**config.mk**
```make
export PLATFORM = sky130hd
export DESIGN_NAME = mpfd_ctrl
export DESIGN_NICKNAME = d
export VERILOG_FILES = /design/src/rtl/core/mpfd_pkg.sv /design/src/rtl/core/mpfd_ctrl.sv
export SDC_FILE = /design/constraint.sdc
export NUM_CORES = 1
export LEC_CHECK = 0
export ABC_AREA = 1
export BUFFER_PORTS_ARGS = -buffer_cell sky130_fd_sc_hd__buf_2
export CORE_MARGIN = 5
export CORE_UTILIZATION = 43
export DETAILED_ROUTE_END_ITERATION = 10
export HOLD_SLACK_MARGIN = 0.06
export PLACE_DENSITY = 0.82
export SKIP_CTS_REPAIR_TIMING = 1
export SYNTH_ARGS = -nofsm -noshare
export SYNTH_HDL_FRONTEND = slang
export SYNTH_SLANG_ARGS = --single-unit
```
**constraint.sdc**
```tcl
create_clock -name clk -period 1.4 [get_ports clk]
set_clock_uncertainty 0.2 [all_clocks]
set_input_delay 0.35 -clock clk [delete_from_list [all_inputs] [get_ports clk]]
set_output_delay 0.35 -clock clk [all_outputs]
set_load 0.02 [all_outputs]
```
**src/rtl/core/mpfd_pkg.sv**
```systemverilog
package mpfd_pkg;

  // Screen geometry
  localparam int SCREEN_WIDTH  = 128;
  localparam int SCREEN_HEIGHT = 64;
  localparam int PAGE_COUNT    = (SCREEN_HEIGHT + 7) / 8;
  localparam int STORE_BYTES   = SCREEN_WIDTH * PAGE_COUNT;
  localparam int ADDR_W        = $clog2(STORE_BYTES);

  // Field widths of the command and result items
  localparam int OPCODE_W = 3;
  localparam int COORD_W  = 8;
  localparam int INDEX_W  = 10;
  localparam int DATA_W   = 8;

  // Coordinate sums run one bit wider than a coordinate
  localparam int SUM_W  = COORD_W + 1;
  localparam int PAGE_W = SUM_W - 3;
  localparam int PROD_W = PAGE_W + SUM_W + 1;

  // Row flip applied to y before addressing
  localparam logic [SUM_W-1:0] ROW_FLIP = SUM_W'(3'b111);

  typedef enum logic [OPCODE_W-1:0] {
    OP_CLEAR   = 3'd0,
    OP_PIXEL   = 3'd1,
    OP_OUTLINE = 3'd2,
    OP_FILL    = 3'd3,
    OP_READ    = 3'd4
  } op_t;

  typedef enum logic [2:0] {
    SEG_PIXEL,
    SEG_TOP,
    SEG_BOTTOM,
    SEG_LEFT,
    SEG_RIGHT,
    SEG_FILL
  } seg_t;

  typedef enum logic [3:0] {
    ST_BOOT,
    ST_IDLE,
    ST_DECODE,
    ST_CLEAR,
    ST_LOAD,
    ST_PIX,
    ST_WRITE,
    ST_RD_WAIT,
    ST_DONE
  } state_t;

  typedef struct packed {
    logic take;
    logic clr_wr;
    logic seg_load;
    seg_t seg;
    logic pix_rd;
    logic pix_wr;
    logic advance;
    logic pix_res;
    logic rd_issue;
    logic rd_capture;
    logic out_load;
  } ctrl_cmd_t;

  typedef struct packed {
    logic [OPCODE_W-1:0] op;
    logic                rect_empty;
    logic                seg_empty;
    logic                pix_ok;
    logic                scan_last;
    logic                clr_last;
  } dp_stat_t;

endpackage

```
**src/rtl/core/mpfd_ctrl.sv**
```systemverilog
module mpfd_ctrl import mpfd_pkg::*; (
  input  logic      clk,
  input  logic      rst_n,
  input  logic      in_valid,
  output logic      in_ready,
  output logic      out_valid,
  input  logic      out_ready,
  input  dp_stat_t  stat,
  output ctrl_cmd_t cmd
);

  state_t state_r, state_nxt;
  seg_t   seg_r, seg_nxt;
  logic   out_valid_r, out_valid_nxt;
  logic   seg_end;
  logic   out_free;

  assign out_free = !out_valid_r || out_ready;

  always_ff @(posedge clk) begin
    if (!rst_n) begin
      state_r     <= ST_BOOT;
      seg_r       <= SEG_PIXEL;
      out_valid_r <= 1'b0;
    end else begin
      state_r     <= state_nxt;
      seg_r       <= seg_nxt;
      out_valid_r <= out_valid_nxt;
    end
  end

  // Segment finished: empty on load, or last pixel stepped past
  always_comb begin
    seg_end = 1'b0;
    if (state_r == ST_PIX) begin
      seg_end = stat.seg_empty || (!stat.pix_ok && stat.scan_last);
    end else if (state_r == ST_WRITE) begin
      seg_end = stat.scan_last;
    end
  end

  always_comb begin
    state_nxt = state_r;
    seg_nxt   = seg_r;
    unique case (state_r)
      ST_BOOT: begin
        if (stat.clr_last) state_nxt = ST_IDLE;
      end
      ST_IDLE: begin
        if (in_valid) state_nxt = ST_DECODE;
      end
      ST_DECODE: begin
        unique case (op_t'(stat.op))
          OP_CLEAR: state_nxt = ST_CLEAR;
          OP_PIXEL: begin
            seg_nxt   = SEG_PIXEL;
            state_nxt = ST_LOAD;
          end
          OP_OUTLINE: begin
            seg_nxt   = SEG_TOP;
            state_nxt = stat.rect_empty ? ST_DONE : ST_LOAD;
          end
          OP_FILL: begin
            seg_nxt   = SEG_FILL;
            state_nxt = stat.rect_empty ? ST_DONE : ST_LOAD;
          end
          OP_READ: state_nxt = ST_RD_WAIT;
          default: state_nxt = ST_DONE;
        endcase
      end
      ST_CLEAR: begin
        if (stat.clr_last) state_nxt = ST_DONE;
      end
      ST_LOAD: state_nxt = ST_PIX;
      ST_PIX, ST_WRITE: begin
        if (seg_end) begin
          unique case (seg_r)
            SEG_TOP: begin
              seg_nxt   = SEG_BOTTOM;
              state_nxt = ST_LOAD;
            end
            SEG_BOTTOM: begin
              seg_nxt   = SEG_LEFT;
              state_nxt = ST_LOAD;
            end
            SEG_LEFT: begin
              seg_nxt   = SEG_RIGHT;
              state_nxt = ST_LOAD;
            end
            default: state_nxt = ST_DONE;
          endcase
        end else if (state_r == ST_PIX && stat.pix_ok) begin
          state_nxt = ST_WRITE;
        end else begin
          state_nxt = ST_PIX;
        end
      end
      ST_RD_WAIT: state_nxt = ST_DONE;
      ST_DONE: begin
        if (out_free) state_nxt = ST_IDLE;
      end
      default: state_nxt = ST_BOOT;
    endcase
  end

  always_comb begin
    cmd      = '0;
    cmd.seg  = seg_r;
    in_ready = 1'b0;
    unique case (state_r)
      ST_BOOT, ST_CLEAR: cmd.clr_wr = 1'b1;
      ST_IDLE: begin
        in_ready = 1'b1;
        cmd.take = in_valid;
      end
      ST_DECODE: cmd.rd_issue = (op_t'(stat.op) == OP_READ);
      ST_LOAD:   cmd.seg_load = 1'b1;
      ST_PIX: begin
        cmd.pix_rd  = !stat.seg_empty && stat.pix_ok;
        cmd.advance = !stat.seg_empty && !stat.pix_ok;
        cmd.pix_res = (seg_r == SEG_PIXEL);
      end
      ST_WRITE: begin
        cmd.pix_wr  = 1'b1;
        cmd.advance = 1'b1;
      end
      ST_RD_WAIT: cmd.rd_capture = 1'b1;
      ST_DONE:    cmd.out_load   = out_free;
      default: ;
    endcase
  end

  always_comb begin
    out_valid_nxt = out_valid_r;
    if (cmd.out_load) begin
      out_valid_nxt = 1'b1;
    end else if (out_ready) begin
      out_valid_nxt = 1'b0;
    end
  end

  assign out_valid = out_valid_r;

`ifndef ASSERT_OFF
  a_wr_after_rd: assert property (@(posedge clk) disable iff (!rst_n)
    cmd.pix_wr |-> $past(cmd.pix_rd))
    else $error("pixel write without preceding read");

  a_no_overwrite: assert property (@(posedge clk) disable iff (!rst_n)
    cmd.out_load |-> (!out_valid_r || out_ready))
    else $error("result register overwritten");

  a_one_writer: assert property (@(posedge clk) disable iff (!rst_n)
    !(cmd.clr_wr && cmd.pix_wr))
    else $error("clear and pixel write collide");

  a_take_decode: assert property (@(posedge clk) disable iff (!rst_n)
    (in_valid && in_ready) |=> (state_r == ST_DECODE))
    else $error("accepted command not decoded");
`endif

endmodule

```
==> key figures, run 1 <==
Worst setup path
  – Critical path class: reg2reg
  – Largest delay share family, worst path: simple AND/OR/NAND/NOR gates
  – Worst path max stage delay: 0.40 ns
  – Buf+Inv Stages, Crit Path: 4
  – Data arrival time of the critical path: 1.91 ns
  – Crit path to: seg_r[1]$_SDFFE_PN0P_
  – CP Launch Type: register
  – R2R setup slack: -0.54 ns
  – Critical Path Sink Type: register
  – Worst path depth: 12
  – Worst EP required: 1.36 ns
  – Crit-path slowest cell: dfxtp_4
  – Setup crit start: state_r[2]$_SDFFE_PN0P_
  – FF-to-FF End: seg_r[1]$_SDFFE_PN0P_
  – CP max FO: 6
  – Critical path, cell by cell: inv_4 > nor2_4 > nand2_4 > buf_4 > buf_12 > nand2_8 > nor2_4 > inv_1 > nand2_1 > nor2_2 > nor2_1 > nor2_1
  – Reg2reg path depth: 12
  – Worst r2r src: state_r[2]$_SDFFE_PN0P_

Logic synthesis
  – Seq/Total Area, Yosys: 22.0%
  – Synth cell types: 19
  – FF+latch count, synth: 8
  – Synthesized area per cell: 5.64 µm²
  – Synth top area share: 22.0%
  – Cell Area, Synth: 728 µm²
  – Cell accounting for the most synthesized area: dfxtp_1
  – Synthesized Nets: 141
  – Number of synthesis warnings: 0
  – Top cells by area, synth: dfxtp_1 (22%), nand2_1 (18%), nor2_1 (12%)
  – Synth Instances: 129

Placed design
  – Placed Instances: 193
  – GP Congestion: 0.838
  – PortBufs: 26
  – Post-DP HPWL: 1950 µm

Clock network
  – CTS clk-pin slew, worst paths: 0.08 ns
  – TritonCTS clock tree: built
  – Clock sinks: 8
  – CTS buffer count: 3
  – Clock Tree Root: clkbuf_4
  – Htree depth: 1
  – CTS Buffer Depth: 2
  – Worst-skew pair later-pin latency: 0.28 ns

Final layout
  – Nets: 203
  – Share of cells above drive strength 1: 59.5%
  – Area added between synthesis and finish: 96.2%
  – Core Util, Final: 91.7%
  – Most frequent cells in the layout: buf_4 (35), nand2_1 (27), nor2_1 (18), buf_2 (15), inv_1 (12)
  – Diodes inserted: 0
  – Fin cells: 206
  – Most common cell after layout, fill and taps aside: buf_4

Timing
  – Final-report hold violation count: 0
  – PnR worst setup slack: -0.542 ns
  – TNS Setup: -7.38 ns
  – Min Tclk post-route: 1.94 ns
  – Max Slew Vio Count: 0
  – Rel. slew slack: 79.0%
  – Highest Clock Rate: 0.515 GHz
  – Worst hold slack: 0.168 ns
  – Final setup violation count: 19
  – Unrepaired setup endpoints after global routing: true
  – Period utilisation layout: 139%
  – Worst-Margin Slew: 0.314 ns

Routing
  – Via density per instance: 5.90
  – Wire length per cell: 18.9 µm
  – Routed WL: 3900 µm
  – First-pass iteration count of the detailed router: 4
  – Detail Route Antenna Nets: 0
  – 1st-iter DRT viols: 75
  – Vias: 1215
  – Remaining DRCs: 0

Floorplan
  – IO Count: 27
  – Core Box Area: 0.00156 mm²
  – Row count: 14
  – Initial Utilization: 46.7%
  – Die area: 0.00262 mm²
  – DIE HEIGHT: 51.2 µm
  – Die width: 51.2 µm

Power and ir drop
  – Pwr per Cell Area: 1350 mW/mm²
  – Combinational Power Share: 68.5%
  – VDD IR max: 0.782 mV
  – Net Sw Power: 977 µW
  – Sw Ratio: 50.6%
  – Leak: 0.730 nW
  – Design Power: 1.93 mW
  – Reg power frac: 20.5%
  – Internal power: 953 µW
  – Clock power frac: 11.0%

Status
  – Status: complete, but fails checks
  – Failing checks: negative setup slack

Flow run
  – # Max-Cap Violations: 0

Global route
  – GRT overflow: 0
  – Pin count of the biggest net entering global routing: 7
  – Initial antenna violation count: 0
  – GRT Total Usage: 18.6%
  – Vias in the first global route: 910
  – First-pass GRT wire length: 3780 µm

Worst hold path
  – Hold Path Class: in2reg
how the worst min path moves through the flow:
stage	cells after the start	from	slack, ns	end
final	3	rst_n	0.17	seg_r[0]$_SDFFE_PN0P_
after global routing	3	rst_n	0.19	seg_r[0]$_SDFFE_PN0P_
after CTS	3	rst_n	0.15	seg_r[0]$_SDFFE_PN0P_
after detailed placement	2	seg_r[2]$_SDFFE_PN0P_	0.35	seg_r[2]$_SDFFE_PN0P_
after global placement	2	seg_r[2]$_SDFFE_PN0P_	0.33	seg_r[2]$_SDFFE_PN0P_
after floorplan	2	rst_n	0.27	seg_r[0]$_SDFFE_PN0P_
registers in the layout, summed over array words and instances, names as in the netlist:
register   cells
out_valid      1
state_r        4
seg_r          3
power groups by stage:
stage                     Clock [mW]  Sequential, mW  Combinational (mW)
after CTS                      0.195           0.359               0.930
after floorplan                    0           0.393               0.518
after detailed placement           0           0.362               0.925
after global placement             0           0.358               0.894
final                          0.213           0.395                1.32
after global routing           0.229           0.400                1.41
kinds of logic (layout without fill, tap and decap cells):
family	count (synthesis)	in the layout	share of synthesized area [%]
and+or+nand+nor	87	87	57.6
buffers and inverters	23	84	12.4
AOI/OAI and AO/OA	11	11	8.08
DFF	8	8	22.0
worst reg2reg max path: stages (launching register included):
cell,delay [ns]
dfxtp_4,0.40
inv_4,0.04
nor2_4,0.13
nand2_4,0.09
buf_4,0.15
buf_12,0.12
nand2_8,0.09
nor2_4,0.05
inv_1,0.06
nand2_1,0.07
nor2_2,0.19
nor2_1,0.08
nor2_1,0.16
metrics by stage:
stage / setup WS [ns] / area (µm²)
3_5_place_dp: -0.259 / 1130
3_3_place_gp: -0.213 / 1130
2_1_floorplan: -0.143 / 800
6_report: -0.542 / 1430
4_1_cts: -0.521 / 1150
5_1_grt: -0.629 / 1430
per-layer routing:
layer  vias up  GRT usage, %  wire, µm
met5         -             0         0
met4         0          7.62       209
met3        29          2.03       306
met2        90          35.6      1940
met1       569          20.6      1440
li1        527             -         -
layout make-up:
type,count,area (µm²)
Inverter,22,92.6
Clock buffer,4,26.3
Timing Repair Buffer,58,437
Multi-Input combinational cell,98,674
Fill cell,65,130
Tap cell,16,20.0
Sequential cell,8,179
synth_stat cells, drive strengths merged:
cell type	number
inv	22
o21ai	4
nand2	38
buf	1
dfxtp	8
nor4	2
nor2	31
nand4	3
nand3	13
o31ai	1
a21oi	5
a31oi	1
No activity file was read; power rests on OpenSTA's default activity.
==> run 2: changes to the inputs <==
--- a/config.mk
+++ b/config.mk
@@ -7,11 +7,12 @@
 export LEC_CHECK = 0
 export ABC_AREA = 1
 export BUFFER_PORTS_ARGS = -buffer_cell sky130_fd_sc_hd__buf_2
+export CAP_MARGIN = 10
 export CORE_MARGIN = 5
-export CORE_UTILIZATION = 43
+export CORE_UTILIZATION = 47
 export DETAILED_ROUTE_END_ITERATION = 10
 export HOLD_SLACK_MARGIN = 0.06
-export PLACE_DENSITY = 0.82
+export PLACE_DENSITY = 0.85
 export SKIP_CTS_REPAIR_TIMING = 1
 export SYNTH_ARGS = -nofsm -noshare
 export SYNTH_HDL_FRONTEND = slang
==> constraint.sdc (replaced) <==
create_clock -name clk -period 2.2 [get_ports clk]
set_clock_uncertainty 0.2 [all_clocks]
set_input_delay 0.55 -clock clk [delete_from_list [all_inputs] [get_ports clk]]
set_output_delay 0.55 -clock clk [all_outputs]
set_load 0.02 [all_outputs]
==> key figures, run 2 (synthesized netlist as in run 1, its figures left out) <==
Power and ir drop
  – Reg power frac: 29.3%
  – Design Power: 785 µW
  – Combinational Power Share: 56.6%
  – VDD IR max: 0.369 mV
  – Sw Ratio: 49.6%
  – Pwr per Cell Area: 838 mW/mm²
  – Internal power: 396 µW
  – Leak: 0.522 nW
  – Net Sw Power: 389 µW
  – Clock power frac: 14.1%

Final layout
  – Reg area: 165 µm²
  – Biggest register: state_r
  – Nets: 173
  – Share of cells above drive strength 1: 32.7%
  – Multi-input logic area: 497 µm²
  – Fin cells: 175
  – Area added between synthesis and finish: 28.7%
  – Most common cell after layout, fill and taps aside: nand2_1
  – Diodes inserted: 0
  – Layout fillers: 137
  – Max reg flops: 4
  – Most frequent cells in the layout: nand2_1 (34), buf_2 (24), nor2_1 (23), inv_1 (20), nand3_1 (12)

Placed design
  – PortBufs: 26
  – Pre-CTS WS: 0.183 ns
  – Post-DP HPWL: 1520 µm
  – Placed Instances: 170
  – GP Congestion: 0.847

Floorplan
  – Initial Utilization: 48.9%
  – Core Box Area: 0.00149 mm²
  – Die area: 0.00244 mm²
  – Die width: 49.4 µm
  – IO Count: 27
  – Row count: 14
  – DIE HEIGHT: 49.4 µm

Clock network
  – Clock sinks: 8
  – TritonCTS clock tree: built
  – Clock Tree Root: clkbuf_4
  – Worst-skew pair later-pin latency: 0.25 ns
  – CTS Buffer Depth: 2
  – Htree depth: 1
  – CTS clk-pin slew, worst paths: 0.05 ns
  – CTS buffer count: 3

Flow run
  – # Max-Cap Violations: 0

Worst hold path
  – Hold Path Depth: 2
  – Hold path startpoint: state_r[0]$_SDFFE_PN0P_
  – Hold Path Class: reg2reg
  – Worst Hold Path EP: state_r[0]$_SDFFE_PN0P_

Global route
  – Pin count of the biggest net entering global routing: 8
  – First-pass GRT wire length: 3300 µm
  – Vias in the first global route: 777
  – GRT overflow: 0
  – Initial antenna violation count: 0
  – GRT Total Usage: 17.0%

Routing
  – Detail Route Antenna Nets: 0
  – Remaining DRCs: 0
  – Vias: 891
  – Wire length per cell: 11.2 µm
  – Via density per instance: 5.09
  – 1st-iter DRT viols: 38
  – Routed WL: 1970 µm
  – First-pass iteration count of the detailed router: 4

Timing
  – Final setup violation count: 0
  – Rel. slew slack: 79.6%
  – Period utilisation layout: 97.5%
  – Min Tclk post-route: 2.15 ns
  – Max Slew Vio Count: 0
  – Worst-Margin Slew: 0.303 ns
  – Worst hold slack: 0.328 ns
  – TNS Setup: 0 ns
  – Highest Clock Rate: 0.466 GHz
  – Final-report hold violation count: 0
  – Unrepaired setup endpoints after global routing: true
  – PnR worst setup slack: 0.0541 ns

Worst setup path
  – CP Launch Type: register
  – Worst EP required: 1.45 ns
  – Critical Path Sink Type: output pin
  – Critical path class: reg2out
  – CP max FO: 7
  – Reg2reg path depth: 9
  – FF-to-FF End: seg_r[0]$_SDFFE_PN0P_
  – R2R setup slack: 0.56 ns
  – Worst r2r src: state_r[2]$_SDFFE_PN0P_
  – Data arrival time of the critical path: 1.40 ns

Status
  – Status: complete, no violations
-- run 2: power groups by stage --
stage / combinational [mW] / sequential, mW / clock, mW
2_1_floorplan: 0.294 / 0.237 / 0
3_3_place_gp: 0.406 / 0.224 / 0
3_5_place_dp: 0.414 / 0.225 / 0
4_1_cts: 0.418 / 0.222 / 0.115
5_1_grt: 0.492 / 0.236 / 0.123
6_report: 0.444 / 0.230 / 0.111
-- run 2: critical path, stage by stage (launching register included) --
cell	delay (ns)
dfxtp_2	0.40
inv_2	0.08
nor2_2	0.16
nand2_4	0.11
o31ai_2	0.22
buf_4	0.18
-- run 2: routing by layer --
| metal | wire length (µm) | vias to the layer above | global-route usage [%] |
|---|---|---|---|
| met4 | 42 | 0 | 9.87 |
| met2 | 994 | 33 | 27.5 |
| met5 | 0 | - | 0 |
| met1 | 811 | 386 | 20.4 |
| li1 | - | 468 | - |
| met3 | 116 | 4 | 3.36 |
-- run 2: final cells by class --
class                      instances  share of cell area, %
multi-input combinational         98                   53.0
sequential                         8                   17.6
timing repair buffer              28                   16.0
inverter                          22                   8.81
clock buffer                       3                   2.40
tap                               16                   2.14
-- run 2: worst max-delay path by stage --
| stage | to | depth (start not counted) | start | slack (ns) |
|---|---|---|---|---|
| after detailed placement | cmd[2] | 5 | stat[5] | 0.18 |
| after global routing | cmd[4] | 5 | state_r[0]$_SDFFE_PN0P_ | -0.03 |
| after global placement | cmd[2] | 5 | stat[5] | 0.24 |
| after floorplan | cmd[12] | 5 | state_r[3]$_SDFFE_PN0P_ | 0.09 |
| final | cmd[4] | 5 | state_r[0]$_SDFFE_PN0P_ | 0.05 |
| after CTS | cmd[4] | 5 | state_r[0]$_SDFFE_PN0P_ | -0.03 |
-- run 2: per-stage QoR --
step / utilization (%) / instance area [µm²]
6_report: 62.9 / 937
5_1_grt: 62.9 / 937
4_1_cts: 60.0 / 893
3_3_place_gp: 58.5 / 871
3_5_place_dp: 58.5 / 871
2_1_floorplan: - / 728
==> run 3: changes to the inputs <==
--- a/config.mk
+++ b/config.mk
@@ -12,7 +12,7 @@
 export CORE_UTILIZATION = 47
 export DETAILED_ROUTE_END_ITERATION = 10
 export HOLD_SLACK_MARGIN = 0.06
-export PLACE_DENSITY = 0.85
+export PLACE_DENSITY_LB_ADDON = 0.3
 export SKIP_CTS_REPAIR_TIMING = 1
 export SYNTH_ARGS = -nofsm -noshare
 export SYNTH_HDL_FRONTEND = slang
==> key figures, run 3 (synthesized netlist as in run 1, its figures left out) <==
Status
  – Status: complete, no violations

Final layout
  – Multi-input logic area: 510 µm²
  – Most frequent cells in the layout: nand2_1 (33), buf_2 (24), nor2_1 (21), inv_1 (20), nand3_1 (12)
  – Most common cell after layout, fill and taps aside: nand2_1
  – Max reg flops: 4
  – Layout fillers: 152
  – Reg area: 165 µm²
  – Nets: 173
  – Final instance area: 951 µm²
  – Area added between synthesis and finish: 30.6%
  – Share of cells above drive strength 1: 34.0%
  – Diodes inserted: 0
  – Biggest register: state_r

Clock network
  – CTS buffer count: 3
  – Worst-skew pair later-pin latency: 0.25 ns
  – Clock Tree Root: clkbuf_4
  – TritonCTS clock tree: built
  – CTS clk-pin slew, worst paths: 0.05 ns
  – Clock sinks: 8
  – Htree depth: 1
  – CTS Buffer Depth: 2

Floorplan
  – Die width: 49.4 µm
  – DIE HEIGHT: 49.4 µm
  – IO Count: 27
  – Core Box Area: 0.00149 mm²
  – Die area: 0.00244 mm²
  – Initial Utilization: 48.9%
  – Row count: 14

Worst setup path
  – CP Launch Type: register
  – R2R setup slack: 0.50 ns
  – FF-to-FF End: seg_r[2]$_SDFFE_PN0P_
  – Reg2reg path depth: 9
  – Worst EP required: 1.45 ns
  – Critical Path Sink Type: output pin
  – Critical path class: reg2out
  – Worst r2r src: state_r[1]$_SDFFE_PN0P_
  – Critical path, cell by cell: inv_1 > nor2_2 > nand2_2 > o31ai_2 > buf_4
  – Data arrival time of the critical path: 1.37 ns
  – Setup crit start: state_r[1]$_SDFFE_PN0P_
  – Crit path to: cmd[4]
  – Crit-path slowest cell: dfxtp_1
  – CP max FO: 6
  – Worst path max stage delay: 0.44 ns

Timing
  – TNS Setup: 0 ns
  – Final setup violation count: 0
  – Max Slew Vio Count: 0
  – Rel. slew slack: 82.2%
  – Highest Clock Rate: 0.471 GHz
  – PnR worst setup slack: 0.0774 ns
  – Final-report hold violation count: 0
  – Min Tclk post-route: 2.12 ns
  – Period utilisation layout: 96.5%
  – Worst-Margin Slew: 0.265 ns

Global route
  – Grt peak-use layer: met2
  – Met3 usage: 4.28%
  – Met1 Resource Use GR: 19.5%
  – Routing usage on met2: 29.6%
  – Initial antenna violation count: 0
  – GRT overflow: 0
  – First-pass GRT wire length: 3330 µm
  – Vias in the first global route: 830
  – GRT Total Usage: 16.3%
  – Pin count of the biggest net entering global routing: 8

Power and ir drop
  – Pwr per Cell Area: 825 mW/mm²
  – VDD IR max: 0.483 mV
  – Reg power frac: 29.3%
  – Combinational Power Share: 56.5%
  – Leak: 0.524 nW
  – Clock power frac: 14.2%
  – Internal power: 394 µW
  – Sw Ratio: 49.8%
  – Net Sw Power: 390 µW

Flow run
  – # Max-Cap Violations: 0

Routing
  – First-pass iteration count of the detailed router: 4
  – Via density per instance: 5.23
  – Wire length per cell: 11.0 µm
  – 1st-iter DRT viols: 12
  – Routed WL: 1930 µm
  – Detail Route Antenna Nets: 0
  – Vias: 915
  – Remaining DRCs: 0

Worst hold path
  – Hold Path Class: reg2reg

Placed design
  – Post-DP HPWL: 1590 µm
  – Pre-CTS WS: 0.162 ns
  – Placed Area: 871 µm²
  – GP Congestion: 0.887
  – PortBufs: 26
==> run 3: cell counts in the layout (fill, tap and decap cells not counted) <==
Identical to the previous run, type by type.
==> run 3: per-stage QoR <==
| stage | power, mW | util (%) | instances | hold WS [ns] |
|---|---|---|---|---|
| floorplan | 0.531 | - | 129 | 0.328 |
| global placement | 0.632 | 58.5 | 170 | 0.308 |
| detailed placement | 0.643 | 58.5 | 170 | 0.316 |
| CTS | 0.757 | 60.0 | 173 | 0.326 |
| global route | 0.863 | 63.9 | 175 | 0.353 |
| finish | 0.784 | 63.9 | 175 | 0.323 |
==> run 3: worst min-delay path by stage <==
stage	from	endpoint	slack [ns]	cells past startpoint
2_1_floorplan	state_r[0]$_SDFFE_PN0P_	state_r[0]$_SDFFE_PN0P_	0.33	2
3_3_place_gp	seg_r[2]$_SDFFE_PN0P_	seg_r[2]$_SDFFE_PN0P_	0.31	2
3_5_place_dp	seg_r[2]$_SDFFE_PN0P_	seg_r[2]$_SDFFE_PN0P_	0.32	2
4_1_cts	seg_r[2]$_SDFFE_PN0P_	seg_r[2]$_SDFFE_PN0P_	0.33	2
5_1_grt	rst_n	seg_r[0]$_SDFFE_PN0P_	0.35	3
6_report	state_r[0]$_SDFFE_PN0P_	state_r[0]$_SDFFE_PN0P_	0.32	2
==> run 3: power by group through the flow <==
| stage | sequential, mW | clock (mW) | combinational (mW) |
|---|---|---|---|
| final | 0.230 | 0.111 | 0.444 |
| after global routing | 0.236 | 0.123 | 0.504 |
| after CTS | 0.224 | 0.116 | 0.417 |
| after detailed placement | 0.228 | 0 | 0.415 |
| after global placement | 0.225 | 0 | 0.407 |
| after floorplan | 0.237 | 0 | 0.294 |
==> run 3: critical path, delay by kind of cell (launching register included) <==
| kind | cells | cell delay (ns) |
|---|---|---|
| AOI/OAI and AO/OA | 1 | 0.09 |
| and+or+nand+nor | 2 | 0.30 |
| DFF | 1 | 0.44 |
| buffers and inverters | 2 | 0.29 |
==> run 3: layout make-up <==
class	instances	area share, %
multi-input combinational	98	53.7
tap	16	2.11
inverter	22	8.68
sequential	8	17.4
clock buffer	3	2.37
timing repair buffer	28	15.8
==> run 3: layer usage <==
metal | part of all wire [%] | up-vias
met1 | 40 | 419
li1 | - | 465
met3 | 5.6 | 0
met2 | 54 | 31
met5 | 0 | -
met4 | 0 | 0
